## config.mk

```make
export PLATFORM = sky130hd
export DESIGN_NAME = gpwc_front
export DESIGN_NICKNAME = d
export VERILOG_FILES = /design/src/design/gpwc_pkg.sv /design/src/design/gpwc_front.sv
export SDC_FILE = /design/constraint.sdc
export NUM_CORES = 1
export LEC_CHECK = 0
export ABC_CLOCK_PERIOD_IN_PS = 4059
export CAP_MARGIN = 15
export CORE_MARGIN = 1.5
export CORE_UTILIZATION = 55
export CTS_BUF_LIST = sky130_fd_sc_hd__clkbuf_8 sky130_fd_sc_hd__clkbuf_16
export CTS_CLUSTER_DIAMETER = 150
export DETAILED_ROUTE_END_ITERATION = 12
export DONT_BUFFER_PORTS = 1
export PLACE_DENSITY_LB_ADDON = 0.05
export SLEW_MARGIN = 15
export SYNTH_ARGS = -nofsm -noshare
export SYNTH_HDL_FRONTEND = slang
export SYNTH_SLANG_ARGS = --single-unit
```

## constraint.sdc

```tcl
create_clock -name clk_i -period 4.06 [get_ports clk_i]
set_input_delay 0.812 -clock clk_i [delete_from_list [all_inputs] [get_ports clk_i]]
set_output_delay 0.812 -clock clk_i [all_outputs]
set_load 0.05 [all_outputs]
```

## src/design/gpwc_pkg.sv

```systemverilog
// shared types and constants for the gated photon window counter
package gpwc_pkg;

  typedef enum logic [1:0] {
    KIND_EVENT  = 2'd0,
    KIND_MARKER = 2'd1,
    KIND_FINISH = 2'd2,
    KIND_NONE   = 2'd3
  } kind_e;

  typedef enum logic [3:0] {
    RES_OTHER   = 4'd0,
    RES_MARKER  = 4'd1,
    RES_STORED  = 4'd2,
    RES_DROPPED = 4'd3,
    RES_OPENED  = 4'd4,
    RES_BAD     = 4'd5,
    RES_PULSE   = 4'd6,
    RES_GROUP   = 4'd7,
    RES_SURPLUS = 4'd8,
    RES_FINISH  = 4'd9
  } res_e;

  localparam logic [2:0] REG_PHOTON_CHAN    = 3'd0;
  localparam logic [2:0] REG_TRIGGER_CHAN   = 3'd1;
  localparam logic [2:0] REG_REPEATS        = 3'd2;
  localparam logic [2:0] REG_EXPECTED_TOTAL = 3'd3;
  localparam logic [2:0] REG_FRAME_TICKS    = 3'd4;

  localparam logic [15:0] DefaultRepeats = 16'd1000;
  localparam int          TimeW          = 48;

  // one item as it travels from the front to the back
  typedef struct packed {
    kind_e       kind;
    logic [1:0]  chan;
    logic [26:0] tag_time;
  } item_t;

  function automatic logic [31:0] sat_inc(input logic [31:0] a);
    sat_inc = (a == 32'hFFFF_FFFF) ? a : a + 32'd1;
  endfunction

  function automatic logic [31:0] sat_add(input logic [31:0] a, input logic [31:0] b);
    logic [32:0] s;
    s = {1'b0, a} + {1'b0, b};
    sat_add = s[32] ? 32'hFFFF_FFFF : s[31:0];
  endfunction

endpackage

```

## src/design/gpwc_front.sv

```systemverilog
// input skid queue: accepts items and holds them until the back takes them
module gpwc_front
  import gpwc_pkg::*;
(
  input  logic  clk_i,
  input  logic  rst_ni,
  input  logic  in_valid_i,
  output logic  in_stall_o,
  input  item_t in_item_i,
  output logic  q_valid_o,
  input  logic  q_take_i,
  output item_t q_item_o
);
  item_t      slot_q [2];
  logic       wr_q, rd_q, wr_d, rd_d;
  logic [1:0] cnt_q, cnt_d;
  logic       push, pop;

  assign in_stall_o = (cnt_q == 2'd2);
  assign push       = in_valid_i && !in_stall_o;
  assign q_valid_o  = (cnt_q != 2'd0);
  assign pop        = q_valid_o && q_take_i;
  assign q_item_o   = slot_q[rd_q];

  always_comb begin
    wr_d  = push ? !wr_q : wr_q;
    rd_d  = pop ? !rd_q : rd_q;
    cnt_d = cnt_q + {1'b0, push} - {1'b0, pop};
  end

  always_ff @(posedge clk_i or negedge rst_ni) begin
    if (!rst_ni) begin
      wr_q  <= 1'b0;
      rd_q  <= 1'b0;
      cnt_q <= 2'd0;
    end else begin
      wr_q  <= wr_d;
      rd_q  <= rd_d;
      cnt_q <= cnt_d;
    end
  end

  always_ff @(posedge clk_i) begin
    if (push) slot_q[wr_q] <= in_item_i;
  end
endmodule

```

Yosys cells after proc, flatten, opt, wreduce, memory -nomap -nowiden. Memory sizes are Yosys's and may differ from the RTL's. Index checks and enable logic that the tools add are counted.

$add $sub $neg: 2. Equality and inequality tests: 1. Multiplexer cells: 2. Reduce and logical (&&, ||, !) cells: 6.

Operators by type and width (number): $logic_not A1 Y1 (3); $add A2 B1 Y2 (1); $eq A2 B2 Y1 const B (1); $logic_and A1 B1 Y1 (2); $mux W1 (2); $reduce_bool A2 Y1 (1); $sub A2 B1 Y2 (1).

Flip-flop bits (word level): 4. Memory bits (writable): 62. Bits of input ports: 35. Logic and storage cells: 15. Memories: 1.

Memory list: slot_q (words 2, width 31, rd ports 1, clocked after Yosys merged registers in 0, write ports 1, RTL line gpwc_front.sv:14) `item_t slot_q [2];`.

Depth between registers and ports, before layout.
Word-level depth: 5. Gate-level depth with buffers: 7. Mapped depth without buffers: 7.

Least setup slack after synthesis. OpenSTA, ideal clock, no wires.

Path type: input port to flip-flop. Start point: input port in_valid_i. End point: memory slot_q[0][0] in the netlist's numbering (enable). Setup time: 419 ps. Data arrival time: 2219 ps. Slack: 1422 ps. Stages on the path: 2. Cell sequence: nand2_1 nor2_1.

Longest elaborated chain between the ends: 3.

Ends and longest elaborated chain: start, declared (RTL line gpwc_front.sv:7) `input logic in_valid_i,`; $logic_and A1 B1 Y1 (RTL line gpwc_front.sv:20) `assign push = in_valid_i && !in_stall_o;`; $mux W1 (RTL line gpwc_front.sv:44) `if (push) slot_q[wr_q] <= in_item_i;`; $mux W1 (not written as such) (RTL line gpwc_front.sv:44); end, declared (RTL line gpwc_front.sv:14).

Every way passes these cells.

==> summary.md <==
| Metric | Value |
|---|---|
| Clock-pin slew on the worst setup and hold paths | 0.06 ns |
| GRT Total Usage | 0.152 |
| TritonCTS clock tree | done |
| First-pass GRT wire length | 5.33 mm |
| CTS buffer count | 9 |
| Synth Cell Area | 2470 um^2 |
| Post-CTS Setup Repair Bufs | 0 |
| Crit path max fanout | 19 |
| # IOs | 68 |
| WL per Instance | 19.5 um |
| Slowest cell on crit path | dfrtp_1 |
| Top cell type's share of synthesized area | 0.753 |
| Number of synthesized register bits | 66 |
| Resized cells post-CTS | 0 |
| Residual DRC | 0 |
| Antenna violations before repair | 0 |
| Routability cong. | 0.691 |
| Sequential share of the synthesized area | 0.793 |
| Final Skew | 0.00398 ns |
| Yosys warns | 0 |
| CTS root buf | clkbuf_8 |
| Worst hold path class | input pin to asynchronous set/reset pin |
| Row count | 24 |
| Slew Limit Fails | 0 |
| Clk buf depth | 2 |
| Post-detailed-route count of antenna-violating nets | 0 |
| Final Hold Fails | 0 |
| Fmax | 0.347 GHz |
| Starting Density | 0.568 |
| HPWL after DPL | 2.33 mm |
| Clock Sinks | 66 |
| Critical path arrival | 2.07 ns |
| # port buffers | 0 |
| Area contributors post-synth | edfxtp_1 75%, mux2_2 12%, dfrtp_1 4.0% |
| Area grow syn2layout | 11.1% |
| Final core utilization | 0.631 |
| DIE HEIGHT | 70.1 um |
| Cells after Synth | 115 |
| Diodes inserted | 0 |
| Setup_tns | 0 ns |
| Critical Path RT | 3.25 ns |
| CP max stage delay | 0.89 ns |
| Width of the chip | 70.1 um |
| Drt total wl | 3.54 mm |
| DIE AREA | 4910 um^2 |
| Skew-Pair Late Insertion Delay | 0.32 ns |
| H-tree Lvls | 3 |
| CP Class | register to output pin |
| Post-CTS Hold Buffers | 0 |
| Global route overflow | 0 |
| RSZ-0062 raised after global routing | no |
| Final nets | 161 |
| Most common cell after layout, fill and taps aside | edfxtp_1 |
| Vias in the first global route | 1088 |
| Layout cells sized above 1 | 0.388 |
| Vias | 1000 |
| Crit end category | output pin |
| Syn Nets | 152 |
| Worst Tran Pin Value | 0.876 ns |
| Tmin final | 2.88 ns |
| Cells along the critical path | buf_4 > mux2_2 |
| Status | complete, no violations |
| Vias per Instance | 5.52 |
| Pre-Repair DR Iteration Count | 4 |
| Slew Limit Headroom | 0.415 |
| Most frequent cells in the layout | 62 x edfxtp_1, 27 x mux2_2, 9 x clkbuf_8 |
| Syn Area/Cell | 21.5 um^2 |
| Yosys top cell by area | edfxtp_1 |
| Synth unique cells | 15 |
| Initial DRC count | 35 |
| Crit share post-route | 0.710 |
| Core Area | 4350 um^2 |
| Pin count of the biggest net entering global routing | 32 |
| MaxCap Viol Count | 0 |
| Worst Setup Start Kind | register |
| Fillers | 292 |
| Finish-stage setup viols | 0 |
## worst paths after layout
check / from / end / slack (ns) / cells past startpoint
setup / recovery: rd_q / q_item_o[29] / 1.18 / 2
hold / removal: rst_ni / cnt_q[1] / 0.18 / 0
setup reg to reg: cnt_q[1] / cnt_q[1] / 2.06 / 7
hold reg to reg: cnt_q[0] / cnt_q[0] / 0.53 / 1
max in group asynchronous: rst_ni / rd_q / 3.81 / 0
min in group clk_i: cnt_q[0] / cnt_q[0] / 0.53 / 1
## cells by family (layout without fill, tap and decap cells)
group | count (synthesis) | after routing | share of synthesized area
simple gates | 6 | 6 | 0.0142
xor+xnor | 4 | 4 | 0.0142
buf+inv | 6 | 20 | 0.0212
fa+ha+maj | 2 | 2 | 0.0101
mux | 31 | 31 | 0.147
flops | 66 | 66 | 0.793
## layer usage
layer / share of wire / vias up / global-route usage / wire length, um
met1: 0.38 / 498 / 0.165 / 1330
met2: 0.55 / 40 / 0.255 / 1940
met3: 0.070 / 2 / 0.0592 / 246
li1: - / 460 / - / -
met4: 0.0048 / 0 / 0.0833 / 17
met5: 0 / - / 0 / 0
## synth_stat cells
library cell and instances:
xor2_1 1, or2_1 1, nand2b_1 1, inv_1 2
and3_1 1, and2_4 1, xnor2_1 3, mux2_4 4
nand2_1 1, nor2_1 1, mux2_2 27, edfxtp_1 62
buf_6 4, ha_1 2, dfrtp_1 4
## final cells by class
cell class                      count  area, um^2  area share
Sequential cell                    66        1960       0.714
Multi-Input combinational cell     43         467       0.170
Clock buffer                        9         124      0.0451
Clock inverter                      7         109      0.0396
Tap cell                           52        65.1      0.0237
Timing Repair Buffer                2        15.0     0.00546
Inverter                            2        7.51     0.00273
## critical path, delay by kind of cell, from the launching register on
family	cells	cell delay, ns
flip-flops	1	0.89
multiplexers	1	0.49
buffers and inverters	1	0.36
## metrics by stage
stage | setup WS (ns) | hold slack (ns) | cell area, um^2 | cells
final | 1.18 | 0.183 | 2750 | 181
after global routing | 1.05 | 0.156 | 2750 | 181
after CTS | 1.12 | 0.165 | 2750 | 181
after detailed placement | 1.49 | 0.517 | 2520 | 165
after global placement | 1.53 | 0.496 | 2520 | 165
after floorplan | 1.42 | 0.460 | 2470 | 115
## sequential cells by signal, summed over array words and instances, names as in the netlist
register / flops
cnt_q: 2
wr_q: 1
slot_q: 62
rd_q: 1
Power is not shown: default switching activity piles up to over one toggle a cycle in this logic, so the estimate is an artifact.
